### config.mk
export PLATFORM = sky130hd
export DESIGN_NAME = flash_unary_counter
export DESIGN_NICKNAME = d
export VERILOG_FILES = /design/src/design/fuc_pkg.sv /design/src/design/fuc_alu.sv /design/src/design/fuc_area.sv /design/src/design/flash_unary_counter.sv
export VERILOG_INCLUDE_DIRS = /design/src /design/src/design
export SDC_FILE = /design/constraint.sdc
export NUM_CORES = 1
export LEC_CHECK = 0
export BUFFER_PORTS_ARGS = -buffer_cell sky130_fd_sc_hd__buf_2
export CAP_MARGIN = 20
export CORE_AREA = 2 2 267 216
export CTS_CLUSTER_DIAMETER = 150
export CTS_CLUSTER_SIZE = 12
export DETAILED_ROUTE_END_ITERATION = 7
export DIE_AREA = 0 0 269 218
export PLACE_DENSITY_LB_ADDON = 0.3
export SETUP_SLACK_MARGIN = 0.3
export SLEW_MARGIN = 20
export SYNTH_ARGS = -nofsm -noshare
export SYNTH_HDL_FRONTEND = slang
export SYNTH_HIERARCHICAL = 1
export SYNTH_SLANG_ARGS = --single-unit
### constraint.sdc
create_clock -name clk_i -period 5.69 [get_ports clk_i]
set_input_delay 0.8535 -clock clk_i [delete_from_list [all_inputs] [get_ports clk_i]]
set_output_delay 0.8535 -clock clk_i [all_outputs]
set_load 0.01 [all_outputs]
### src/design/flash_unary_counter_assert.svh
// Assertion macros shared by the flash unary counter RTL.
`ifndef FLASH_UNARY_COUNTER_ASSERT_SVH
`define FLASH_UNARY_COUNTER_ASSERT_SVH

// Same-cycle implication, disabled while reset is asserted.
`define FUC_ASSERT_IMP(lbl, clk, rst_n, ante, cons) \
  lbl: assert property (@(posedge clk) disable iff (!rst_n) (ante) |-> (cons)) \
    else $error("flash_unary_counter: same-cycle check failed");

// Next-cycle implication, disabled while reset is asserted.
`define FUC_ASSERT_NXT(lbl, clk, rst_n, ante, cons) \
  lbl: assert property (@(posedge clk) disable iff (!rst_n) (ante) |=> (cons)) \
    else $error("flash_unary_counter: next-cycle check failed");

`endif

### src/design/fuc_pkg.sv
// Types, constants and helper functions of the flash unary counter.
`default_nettype none

package fuc_pkg;

  localparam int unsigned WORD_BITS = 32;

  typedef struct packed {
    logic        op;
    logic [31:0] amount;
  } fuc_in_t;

  typedef struct packed {
    logic [63:0] value;
    logic        rebased;
  } fuc_out_t;

  localparam logic OP_READ = 1'b0;
  localparam logic OP_ADD  = 1'b1;

  typedef struct packed {
    logic        en;
    logic [31:0] a;
    logic [31:0] b;
    logic        cin;
  } alu_req_t;

  typedef struct packed {
    logic [31:0] sum;
    logic        cout;
  } alu_res_t;

  typedef struct packed {
    logic rd_en;
    logic wr_en;
    logic erase;
  } area_ctl_t;

  // Trailing zeros of a nonzero word, halving the window each step.
  function automatic logic [4:0] tz32(input logic [31:0] w);
    logic [31:0] v;
    logic [4:0]  n;
    v = w;
    n = '0;
    if (v[15:0] == 16'h0) begin
      n[4] = 1'b1;
      v = v >> 16;
    end
    if (v[7:0] == 8'h0) begin
      n[3] = 1'b1;
      v = v >> 8;
    end
    if (v[3:0] == 4'h0) begin
      n[2] = 1'b1;
      v = v >> 4;
    end
    if (v[1:0] == 2'h0) begin
      n[1] = 1'b1;
      v = v >> 2;
    end
    if (v[0] == 1'b0) begin
      n[0] = 1'b1;
    end
    return n;
  endfunction

endpackage

`default_nettype wire

### src/design/fuc_alu.sv
// Shared 32-bit add unit with carry in and registered sum and carry out.
`default_nettype none

module fuc_alu
  import fuc_pkg::*;
(
  input  wire logic     clk_i,
  input  wire logic     rst_ni,
  input  wire alu_req_t req_i,
  output alu_res_t      res_o
);

  logic [32:0] sum;
  alu_res_t    res_q;

  assign sum = 33'(req_i.a) + 33'(req_i.b) + 33'(req_i.cin);

  // Result holds until the next issued request.
  always_ff @(posedge clk_i or negedge rst_ni) begin
    if (!rst_ni) begin
      res_q <= '0;
    end else if (req_i.en) begin
      res_q <= '{sum: sum[31:0], cout: sum[32]};
    end
  end

  assign res_o = res_q;

endmodule

`default_nettype wire

### src/design/fuc_area.sv
// Bit-area word memory with a fill count standing in for the erased state.
`default_nettype none

module fuc_area
  import fuc_pkg::*;
#(
  parameter  int unsigned AREA_WORDS = 8,
  localparam int unsigned IDX_W      = (AREA_WORDS > 1) ? $clog2(AREA_WORDS) : 1
) (
  input  wire logic                 clk_i,
  input  wire logic                 rst_ni,
  input  wire area_ctl_t            ctl_i,
  input  wire logic [IDX_W-1:0]     rd_addr_i,
  input  wire logic [IDX_W-1:0]     wr_addr_i,
  input  wire logic [WORD_BITS-1:0] wr_data_i,
  output logic      [WORD_BITS-1:0] rd_word_o
);

  localparam int unsigned CNT_W = $clog2(AREA_WORDS + 1);

  logic [WORD_BITS-1:0] mem [AREA_WORDS];
  logic [WORD_BITS-1:0] rd_q;
  logic                 rd_vld_q;
  logic [CNT_W-1:0]     fill_q;

  always_ff @(posedge clk_i) begin
    if (ctl_i.wr_en) begin
      mem[wr_addr_i] <= wr_data_i;
    end
    if (ctl_i.rd_en) begin
      rd_q <= mem[rd_addr_i];
    end
  end

  // Words at or above the fill count were never written since the last erase.
  always_ff @(posedge clk_i or negedge rst_ni) begin
    if (!rst_ni) begin
      fill_q   <= '0;
      rd_vld_q <= 1'b0;
    end else begin
      if (ctl_i.rd_en) begin
        rd_vld_q <= (CNT_W'(rd_addr_i) < fill_q);
      end
      if (ctl_i.erase) begin
        fill_q <= '0;
      end else if (ctl_i.wr_en && (CNT_W'(wr_addr_i) >= fill_q)) begin
        fill_q <= CNT_W'(wr_addr_i) + CNT_W'(1);
      end
    end
  end

  assign rd_word_o = rd_vld_q ? rd_q : '1;

endmodule

`default_nettype wire

### src/design/flash_unary_counter.sv
// Top level of the flash unary counter: sequencer, base register and result stage.
`default_nettype none

// Wear-friendly counter kept as a 64-bit base plus an area of AREA_WORDS erased
// (all ones) 32-bit words, of which a contiguous run from bit 0 is cleared; the
// run length is the offset and a result beat carries base plus offset after the
// operation. Every command first binary searches the area for the first nonzero
// word (each probe a read through the single registered memory read port, at
// most ceil(log2(AREA_WORDS+1)) probes, then a check that the window has closed)
// and counts its trailing zeros.
// A read or an add of zero then forms the value; an add that stays below the
// capacity AREA_WORDS*32 walks the memory write port one word per cycle over the
// words it clears; one that reaches the capacity rebases the base and erases the
// area at once by dropping the fill count, so no clearing pass is needed after
// reset or rebase. The 64-bit additions go through one shared 32-bit add unit in
// low and high halves. One item is in flight at a time; the finished beat waits
// in an output register, so the next command is taken while it is stalled.
module flash_unary_counter
  import fuc_pkg::*;
#(
  parameter int unsigned AREA_WORDS = 8
) (
  input  wire logic     clk_i,
  input  wire logic     rst_ni,
  input  wire logic     in_valid_i,
  output logic          in_stall_o,
  input  wire fuc_in_t  in_data_i,
  output logic          out_valid_o,
  input  wire logic     out_stall_i,
  output fuc_out_t      out_data_o
);

`include "flash_unary_counter_assert.svh"

  localparam int unsigned IDX_W    = (AREA_WORDS > 1) ? $clog2(AREA_WORDS) : 1;
  localparam int unsigned CNT_W    = $clog2(AREA_WORDS + 1);
  localparam int unsigned OFFS_W   = CNT_W + 5;
  localparam logic [31:0] CAPACITY = 32'(AREA_WORDS * WORD_BITS);

  localparam logic [3:0] S_IDLE    = 4'd0;
  localparam logic [3:0] S_SRCH_RD = 4'd1;
  localparam logic [3:0] S_SRCH_EV = 4'd2;
  localparam logic [3:0] S_TZ_RD   = 4'd3;
  localparam logic [3:0] S_TZ_EV   = 4'd4;
  localparam logic [3:0] S_SUM     = 4'd5;
  localparam logic [3:0] S_CHK     = 4'd6;
  localparam logic [3:0] S_CLR     = 4'd7;
  localparam logic [3:0] S_REB_LO  = 4'd8;
  localparam logic [3:0] S_REB_HI  = 4'd9;
  localparam logic [3:0] S_REB_WR  = 4'd10;
  localparam logic [3:0] S_VAL_LO  = 4'd11;
  localparam logic [3:0] S_VAL_HI  = 4'd12;
  localparam logic [3:0] S_DONE    = 4'd13;

  logic [3:0]        state_q, state_d;

  // Command held for the whole operation.
  logic              op_q;
  logic [31:0]       amount_q;
  logic              add_go;

  // Search window and probe index.
  logic [CNT_W-1:0]  low_q, high_q, mid_q;
  logic [CNT_W:0]    mid_sum;
  logic [CNT_W-1:0]  mid;

  logic [OFFS_W-1:0] offset_q;
  logic [OFFS_W-1:0] end_q;
  logic [32:0]       sum_q;
  logic [IDX_W-1:0]  w_q, last_q;
  logic [OFFS_W-1:0] end_m1;

  logic [63:0]       base_q;
  logic [31:0]       lo_q;
  logic              rebased_q;

  logic              out_valid_q;
  fuc_out_t          out_data_q;
  logic              out_load;

  alu_req_t          alu_req;
  alu_res_t          alu_res;
  area_ctl_t         area_ctl;
  logic [IDX_W-1:0]  rd_addr, wr_addr;
  logic [31:0]       wr_data;
  logic [31:0]       rd_word;
  logic              fits;

  fuc_alu u_alu (
    .clk_i  (clk_i),
    .rst_ni (rst_ni),
    .req_i  (alu_req),
    .res_o  (alu_res)
  );

  fuc_area #(
    .AREA_WORDS (AREA_WORDS)
  ) u_area (
    .clk_i     (clk_i),
    .rst_ni    (rst_ni),
    .ctl_i     (area_ctl),
    .rd_addr_i (rd_addr),
    .wr_addr_i (wr_addr),
    .wr_data_i (wr_data),
    .rd_word_o (rd_word)
  );

  assign in_stall_o = (state_q != S_IDLE);
  assign add_go     = (op_q == OP_ADD) && (amount_q != 32'h0);
  assign mid_sum    = (CNT_W + 1)'(low_q) + (CNT_W + 1)'(high_q);
  assign mid        = mid_sum[CNT_W:1];
  assign fits       = !alu_res.cout && (alu_res.sum < CAPACITY);
  assign end_m1     = OFFS_W'(alu_res.sum) - OFFS_W'(1);
  assign out_load   = (state_q == S_DONE) && (!out_valid_q || !out_stall_i);

  // Word being programmed: fully cleared below the last word, partly or fully in it.
  always_comb begin
    if (w_q != last_q) begin
      wr_data = '0;
    end else if (end_q[4:0] == 5'd0) begin
      wr_data = '0;
    end else begin
      wr_data = 32'hFFFF_FFFF << end_q[4:0];
    end
  end

  assign wr_addr = w_q;

  always_comb begin
    state_d  = state_q;
    alu_req  = '0;
    area_ctl = '0;
    rd_addr  = mid[IDX_W-1:0];
    unique case (state_q)
      S_IDLE: begin
        if (in_valid_i) begin
          state_d = S_SRCH_RD;
        end
      end
      S_SRCH_RD: begin
        if (low_q < high_q) begin
          area_ctl.rd_en = 1'b1;
          state_d        = S_SRCH_EV;
        end else begin
          state_d = S_TZ_RD;
        end
      end
      S_SRCH_EV: begin
        state_d = S_SRCH_RD;
      end
      S_TZ_RD: begin
        rd_addr = low_q[IDX_W-1:0];
        if (low_q < CNT_W'(AREA_WORDS)) begin
          area_ctl.rd_en = 1'b1;
          state_d        = S_TZ_EV;
        end else begin
          state_d = add_go ? S_SUM : S_VAL_LO;
        end
      end
      S_TZ_EV: begin
        state_d = add_go ? S_SUM : S_VAL_LO;
      end
      S_SUM: begin
        alu_req = '{en: 1'b1, a: 32'(offset_q), b: amount_q, cin: 1'b0};
        state_d = S_CHK;
      end
      S_CHK: begin
        state_d = fits ? S_CLR : S_REB_LO;
      end
      S_CLR: begin
        area_ctl.wr_en = 1'b1;
        if (w_q == last_q) begin
          state_d = S_VAL_LO;
        end
      end
      S_REB_LO: begin
        alu_req = '{en: 1'b1, a: base_q[31:0], b: sum_q[31:0], cin: 1'b0};
        state_d = S_REB_HI;
      end
      S_REB_HI: begin
        alu_req = '{en: 1'b1, a: base_q[63:32], b: 32'(sum_q[32]), cin: alu_res.cout};
        state_d = S_REB_WR;
      end
      S_REB_WR: begin
        area_ctl.erase = 1'b1;
        state_d        = S_VAL_LO;
      end
      S_VAL_LO: begin
        alu_req = '{en: 1'b1, a: base_q[31:0], b: 32'(offset_q), cin: 1'b0};
        state_d = S_VAL_HI;
      end
      S_VAL_HI: begin
        alu_req = '{en: 1'b1, a: base_q[63:32], b: 32'h0, cin: alu_res.cout};
        state_d = S_DONE;
      end
      S_DONE: begin
        if (out_load) begin
          state_d = S_IDLE;
        end
      end
      default: begin
        state_d = S_IDLE;
      end
    endcase
  end

  // Sequencer and the counter base.
  always_ff @(posedge clk_i or negedge rst_ni) begin
    if (!rst_ni) begin
      state_q <= S_IDLE;
      base_q  <= '0;
    end else begin
      state_q <= state_d;
      if (state_q == S_REB_WR) begin
        base_q <= {alu_res.sum, lo_q};
      end
    end
  end

  // Working registers of the item in flight.
  always_ff @(posedge clk_i) begin
    unique case (state_q)
      S_IDLE: begin
        if (in_valid_i) begin
          op_q      <= in_data_i.op;
          amount_q  <= in_data_i.amount;
          low_q     <= '0;
          high_q    <= CNT_W'(AREA_WORDS);
          rebased_q <= 1'b0;
        end
      end
      S_SRCH_RD: begin
        mid_q <= mid;
      end
      S_SRCH_EV: begin
        // Advance past a fully cleared word, else narrow onto it.
        if (rd_word == 32'h0) begin
          low_q <= mid_q + CNT_W'(1);
        end else begin
          high_q <= mid_q;
        end
      end
      S_TZ_RD: begin
        offset_q <= {low_q, 5'd0};
      end
      S_TZ_EV: begin
        offset_q <= {low_q, tz32(rd_word)};
      end
      S_CHK: begin
        sum_q  <= {alu_res.cout, alu_res.sum};
        end_q  <= OFFS_W'(alu_res.sum);
        w_q    <= IDX_W'(offset_q[OFFS_W-1:5]);
        last_q <= IDX_W'(end_m1[OFFS_W-1:5]);
      end
      S_CLR: begin
        if (w_q == last_q) begin
          offset_q <= end_q;
        end else begin
          w_q <= w_q + IDX_W'(1);
        end
      end
      S_REB_HI: begin
        lo_q <= alu_res.sum;
      end
      S_REB_WR: begin
        offset_q  <= '0;
        rebased_q <= 1'b1;
      end
      S_VAL_HI: begin
        lo_q <= alu_res.sum;
      end
      default: begin
      end
    endcase
  end

  // Output stage: hold the beat until the far side takes it.
  always_ff @(posedge clk_i or negedge rst_ni) begin
    if (!rst_ni) begin
      out_valid_q <= 1'b0;
    end else if (out_load) begin
      out_valid_q <= 1'b1;
    end else if (!out_stall_i) begin
      out_valid_q <= 1'b0;
    end
  end

  always_ff @(posedge clk_i) begin
    if (out_load) begin
      out_data_q <= '{value: {alu_res.sum, lo_q}, rebased: rebased_q};
    end
  end

  assign out_valid_o = out_valid_q;
  assign out_data_o  = out_data_q;

  `FUC_ASSERT_NXT(a_accept_starts_search, clk_i, rst_ni, in_valid_i && !in_stall_o, state_q == S_SRCH_RD)
  `FUC_ASSERT_IMP(a_walk_in_range, clk_i, rst_ni, state_q == S_CLR, w_q <= last_q)
  `FUC_ASSERT_NXT(a_beat_only_from_done, clk_i, rst_ni, state_q != S_DONE && !out_valid_q, !out_valid_q)
  `FUC_ASSERT_IMP(a_offset_bounded, clk_i, rst_ni, state_q == S_SUM, offset_q <= OFFS_W'(CAPACITY))

endmodule

`default_nettype wire

==> results of run 1 <==
[final cells by class]
type / count / share of cell area [%]
diodes: 1 / 0.008893
clock buffers: 99 / 5.438
clock inverters: 3 / 0.2846
inverters: 24 / 0.3202
multi-input cells: 884 / 27.18
flip-flops and latches: 586 / 60.63
well taps: 760 / 3.379
repair buffers: 134 / 2.757
[synthesized netlist by cell type (14+ instances only)]
cell type	count
ha_1	45
nand2_1	86
dfrtp_1	107
a22oi_1	18
nor4_1	23
mux2_2	119
nand4_1	14
buf_2	17
nor3_1	17
edfxtp_1	479
xor2_1	16
inv_1	24
a21o_1	16
a21oi_1	61
clkbuf_1	40
nand2b_1	47
xnor2_1	17
o21ai_0	35
a22o_1	52
mux4_2	64
nand3_1	19
nor2_1	69
[cells in the final DEF, fill, tap and decap left out, types with 33 or more instances in the layout]
cell type	n
clkbuf_1	44
mux4_2	64
dfrtp_1	107
nand2b_1	47
a22o_1	52
ha_1	45
nor2_1	59
o21ai_0	33
edfxtp_1	479
nand2_1	86
mux2_2	119
clkbuf_16	54
a21oi_1	58
buf_2	102
[power groups by stage]
stage / Clock [uW] / Combinational [uW] / Sequential [uW]
after floorplan: 0 / 3580 / 6030
after global placement: 0 / 4560 / 6330
after detailed placement: 0 / 4610 / 6330
after CTS: 3460 / 4640 / 6260
after global routing: 3620 / 5000 / 6340
final: 3380 / 4630 / 6260
[per-stage QoR]
stage,util [%],cells,power [uW],cell area (sq um)
final,50.14,2491,14270,28140
after global routing,50.14,2490,14960,28140
after CTS,50.13,2490,14360,28130
after detailed placement,47.26,2388,10940,26520
after global placement,47.26,2388,10900,26520
after floorplan,-,1570,9613,25020
[logic make-up (layout without fill, tap and decap cells)]
logic type / Yosys count / in the layout / synth area share (%)
compound gates: 273 / 273 / 7.834
xor+xnor: 33 / 33 / 1.156
fa+ha+maj: 48 / 48 / 2.493
buf+inv: 100 / 260 / 1.887
flops: 586 / 586 / 68.26
mux: 188 / 188 / 11.33
other cells: 1 / 9 / 0.01500
simple gates: 334 / 334 / 7.033
[flip-flops by register name, summed over array words and instances, names as in the netlist, 25 cells and up]
signal / cells
u_area/mem: 256
out_data_o: 65
base_q: 64
u_alu/res_o: 33
amount_q: 32
lo_q: 32
u_area/rd_q: 32
sum_q: 25
[critical path: stages (launching register included)]
cell and delay (ns):
dfrtp_1 0.63, nand2b_1 0.43, nor2_2 0.19, or2_1 0.53
nand2_1 0.18, nand2_1 0.08, fa_1 0.41, fa_1 0.43
a21o_1 0.23, a221oi_2 0.38, o211ai_2 0.20, a21bo_2 0.29
a41oi_2 0.24, nor3b_1 0.22, o31ai_1 0.10
[metal layers]
layer  wire, microns  up-vias
li1                -     6366
met1           28240     7397
met2           24260      615
met3            5078       71
met4            1283        0
met5               0        -
[final timing paths]
check | to | cells past startpoint | slack [ns]
worst min register to register | out_data_o[0] | 0 | 0.43
max in group asynchronous | base_q[18] | 2 | 4.13
min in group clk_i | amount_q[14] | 1 | 0.40
worst max register to register | u_alu/res_o[29] | 14 | 1.02
worst max-delay path | u_alu/res_o[29] | 14 | 1.02
worst min-delay path | base_q[30] | 1 | 0.32
==> impl_metrics.env, run 1 <==
export IMPL_viasPerCell=5.800
export IMPL_avgSynthCellArea_sq_um=15.99
export IMPL_p_per_area_nw_per_um2=507.3
export IMPL_crit_fanout=17
export IMPL_preCtsSetupSlack_ns=1.145
export IMPL_clk_pin_slew_worst_paths_ns=0.07
export IMPL_globalplace_congestion=0.9007
export IMPL_grt_pass1_wl_microns=88310
export IMPL_firstDrtPassIters=6
export IMPL_fill_cells=4662
export IMPL_global_route_usage_met3_pct=4.551
export IMPL_crit_type="reg -> reg"
export IMPL_max_slew_margin_rel_pct=29.32
export IMPL_wl_per_cell_microns=23.63
export IMPL_tritoncts="yes"
export IMPL_p_int_uw=9574
export IMPL_clock_latency_ns=0.63
export IMPL_cts_root_buf="clkbuf_16"
export IMPL_slew_viol_final=0
export IMPL_synthCells=1563
export IMPL_grtUsageMet1_pct=32.36
export IMPL_synth_top_cell_area_share_pct=57.54
export IMPL_power_frac_comb_pct=32.4
export IMPL_min_period_ns=4.673
export IMPL_synth_flop_cell="edfxtp_1"
export IMPL_synth_edf_count=479
export IMPL_die_h_microns=218
export IMPL_postCtsSetupBuffers=0
export IMPL_drtIter0Drc=1687
export IMPL_row_count=78
export IMPL_max_clock_freq_mhz=214.0
export IMPL_setup_violations=0
export IMPL_regArea_sq_um=17060
export IMPL_routed_wl_microns=58870
export IMPL_clock_skew_ns=0.02822
export IMPL_io_buffers=103
export IMPL_outcome="completed"
export IMPL_syn_area_sq_um=25000
export IMPL_ys_async_sr_fraction_pct=18.26
export IMPL_rsz0062_at_grt="no"
export IMPL_grtUsageMet2_pct=27.18
export IMPL_fin_crit_sh_pct=82.14
export IMPL_die_area_sq_um=58640
export IMPL_fin_ws_ns=1.017
export IMPL_ctsResizeCount=0
export IMPL_antenna_found_initial=1
export IMPL_htree_levels=2
export IMPL_synth_top_cells_by_area="edfxtp_1, dfrtp_1, mux4_2"
export IMPL_grt_start_max_net_pins=66
export IMPL_ios=104
export IMPL_die_w_microns=269
export IMPL_start_util_pct=44.54
export IMPL_worstPathArrival_ns=5.16
export IMPL_design_core_area_sq_um=56120
export IMPL_clkPwrFrac_pct=23.7
export IMPL_syn_to_final_growth_pct=12.57
export IMPL_ant_nets=0
export IMPL_post_dp_hpwl_microns=37870
export IMPL_fin_nets=1769
export IMPL_p_leak_uw=0.01012
export IMPL_drc_errors=0
export IMPL_synth_distinct_cells=86
export IMPL_drive_gt1_share_pct=24.62
export IMPL_num_vias=14449
export IMPL_crit_required_ns=6.18
export IMPL_grt_pass1_vias=13950
export IMPL_cts_sinks=586
export IMPL_vdd_drop_max_mv=0.4577
export IMPL_p_seq_share_pct=43.9
export IMPL_p_sw_uw=4700
export IMPL_grt_remaining_overflow=0
export IMPL_finalHoldViolations=0
export IMPL_gr_max_usage_layer="met1"
export IMPL_crit_reg2reg_launch="state_q[2]"
export IMPL_cp_end_kind="flip-flop"
export IMPL_holdWs_ns=0.3213
export IMPL_multiInputGateArea_sq_um=7647
export IMPL_hp_class="in -> async"
export IMPL_cts_hold_buf=0
export IMPL_worst_slew_pin_slew_ns=1.060
export IMPL_startpoint_type="flip-flop"
export IMPL_startpoint="state_q[2]"
export IMPL_timing_max_cap_violations=0
export IMPL_sw_frac_of_total_pct=32.93
export IMPL_ys_ff_latch=586
export IMPL_synth_warnings=6
export IMPL_grt_usage_pct=20.21
export IMPL_numCtsBuffers=54
export IMPL_synth_seq_area_share_pct=68.26
export IMPL_clock_path_buffers=3
export IMPL_synth_area_leader_cell="edfxtp_1"
export IMPL_setup_tns_ns=0
(Power assumes the default switching activity.)
==> run 2, diff against run 1 <==
==> constraint.sdc (replaced) <==
create_clock -name clk_i -period 3.75 [get_ports clk_i]
set_input_delay 0.5625 -clock clk_i [delete_from_list [all_inputs] [get_ports clk_i]]
set_output_delay 0.5625 -clock clk_i [all_outputs]
set_load 0.01 [all_outputs]
==> run 2 against run 1 <==
Net effect:
- combinational power increased by 68%
- final area rose by 2.7%
- final cell count up 1.4%
- largest power group unchanged
- clock-buffer cell count down 15
- setup slack worse by 0.79 ns
- sequential share of layout area fell by 1.6 points
- clock power up 48%
- via count up 0.37%
- global-route usage rose by 0.13 points
- die area did not move
- critical path type unchanged
- non-clock buffer count rose by 50
- critical endpoint is now u_alu/res_o[21]
==> impl_metrics.env, run 2 (synthesis gave the netlist of run 1 again) <==
export IMPL_final_cell_mix="edfxtp_1, mux2_2, dfrtp_1"
export IMPL_cts_sinks=586
export IMPL_max_clock_freq_mhz=284.0
export IMPL_io_buffers=103
export IMPL_drive_gt1_share_pct=29.33
export IMPL_final_area_sq_um=28910
export IMPL_holdWs_ns=0.09904
export IMPL_final_common_cell="edfxtp_1"
export IMPL_final_util_pct=51.51
export IMPL_worstPathArrival_ns=4.03
export IMPL_largest_reg_flops=256
export IMPL_row_count=78
export IMPL_top_register="u_area/mem"
export IMPL_clock_skew_ns=0.01558
export IMPL_cts_hold_buf=0
export IMPL_grt_pass1_wl_microns=88610
export IMPL_globalplace_congestion=0.8923
export IMPL_vdd_drop_max_mv=0.7005
export IMPL_grt_pass1_vias=14020
export IMPL_drc_errors=0
export IMPL_hp_class="in -> async"
export IMPL_crit_required_ns=4.26
export IMPL_clk_pin_slew_worst_paths_ns=0.07
export IMPL_slew_viol_final=0
export IMPL_wl_per_cell_microns=23.55
export IMPL_firstDrtPassIters=5
export IMPL_crit_type="reg -> reg"
export IMPL_syn_to_final_growth_pct=15.64
export IMPL_routed_wl_microns=59510
export IMPL_num_vias=14503
export IMPL_worst_slew_pin_slew_ns=1.003
export IMPL_finalHoldViolations=0
export IMPL_post_dp_hpwl_microns=38520
export IMPL_crit_fanout=6
export IMPL_die_h_microns=218
export IMPL_p_per_area_nw_per_um2=771.0
export IMPL_layoutNonFillerInstCount=2527
export IMPL_design_core_area_sq_um=56120
export IMPL_startpoint_type="flip-flop"
export IMPL_grt_start_max_net_pins=73
export IMPL_clock_path_buffers=3
export IMPL_die_w_microns=269
export IMPL_dpl_cell_area_sq_um=26850
export IMPL_numCtsBuffers=54
export IMPL_cts_root_buf="clkbuf_16"
export IMPL_fin_crit_sh_pct=93.90
export IMPL_grt_remaining_overflow=0
export IMPL_outcome="completed"
export IMPL_multiInputGateArea_sq_um=8000
export IMPL_clock_latency_ns=0.62
export IMPL_timing_max_cap_violations=0
export IMPL_viasPerCell=5.739
export IMPL_min_period_ns=3.521
export IMPL_regArea_sq_um=17060
export IMPL_ios=104
export IMPL_cp_end_kind="flip-flop"
export IMPL_setup_violations=0
export IMPL_htree_levels=2
export IMPL_die_area_sq_um=58640
export IMPL_setup_tns_ns=0
export IMPL_drtIter0Drc=1343
export IMPL_rsz0062_at_grt="yes"
export IMPL_tritoncts="yes"
export IMPL_grt_usage_pct=20.34
export IMPL_p_leak_uw=0.01041
export IMPL_dp_cells=2419
export IMPL_fin_nets=1819
export IMPL_ant_nets=0
export IMPL_antenna_found_initial=2
export IMPL_start_util_pct=44.54
export IMPL_fill_cells=4615
export IMPL_max_slew_margin_rel_pct=32.75
run 2: cell count changes in the layout (fill, tap and decap cells not counted), moves of 6 or more:
| cell | before | now |
|---|---|---|
| nand2_1 | 86 | 80 |
| ha_4 | 0 | 10 |
| buf_4 | 30 | 66 |
| clkbuf_1 | 44 | 30 |
| a21oi_1 | 58 | 52 |
| buf_6 | 0 | 6 |
| buf_12 | 2 | 10 |
| ha_1 | 45 | 32 |
run 2: worst max-delay path, cell delays in order (launching register included):
cell,delay [ns]
dfrtp_2,0.51
nand2_4,0.11
nor2_4,0.05
or2_4,0.26
nand2_2,0.08
nand2_2,0.06
fa_2,0.39
fa_2,0.38
a21o_1,0.20
a221oi_2,0.31
o211ai_2,0.24
a21boi_4,0.28
o31ai_2,0.11
xor2_1,0.17
mux2_2,0.28
run 2: timing repair:
item | 4_1_cts | 5_1_grt
pin swaps | 4 | 19
setup buffers | 4 | 15
setup endpoints to repair | 19 | 19
gates resized for setup | 23 | 54
run 2: routing by layer:
metal / track usage (%) / wire (microns)
met5: 0 / 18
met2: 28.16 / 25430
met3: 3.839 / 3853
met1: 32.64 / 29070
met4: 5.370 / 1139
run 2: worst paths after layout:
check,cells past startpoint,end,startpoint,slack (ns)
setup / recovery,14,u_alu/res_o[21],state_q[0],0.23
setup reg to reg,14,u_alu/res_o[21],state_q[0],0.23
hold reg to reg,0,out_data_o[0],rebased_q,0.43
max in group asynchronous,2,state_q[0],rst_ni,2.87
min in group clk_i,1,amount_q[30],in_data_i[30],0.12
hold / removal,1,base_q[24],rst_ni,0.1
run 2: cell type report:
class / count / share of cell area, %
Antenna cell: 1 / 0.008657
Timing Repair Buffer: 184 / 4.407
Tap cell: 760 / 3.290
Clock inverter: 4 / 0.2078
Sequential cell: 586 / 59.03
Multi-Input combinational cell: 884 / 27.68
Clock buffer: 84 / 5.064
Inverter: 24 / 0.3117
run 2: metrics by stage:
stage	total power [uW]	worst slack [ns]
after floorplan	14620	0.2316
after global placement	16910	0.1972
after detailed placement	17020	0.08759
after CTS	22150	0.2536
after global routing	23360	0.1394
final	22290	0.2289
run 2: power by group:
group	total (uW)	switching (uW)	internal [uW]
Clock	5000	2320	2680
Sequential	9490	897	8600
Combinational	7790	4110	3680
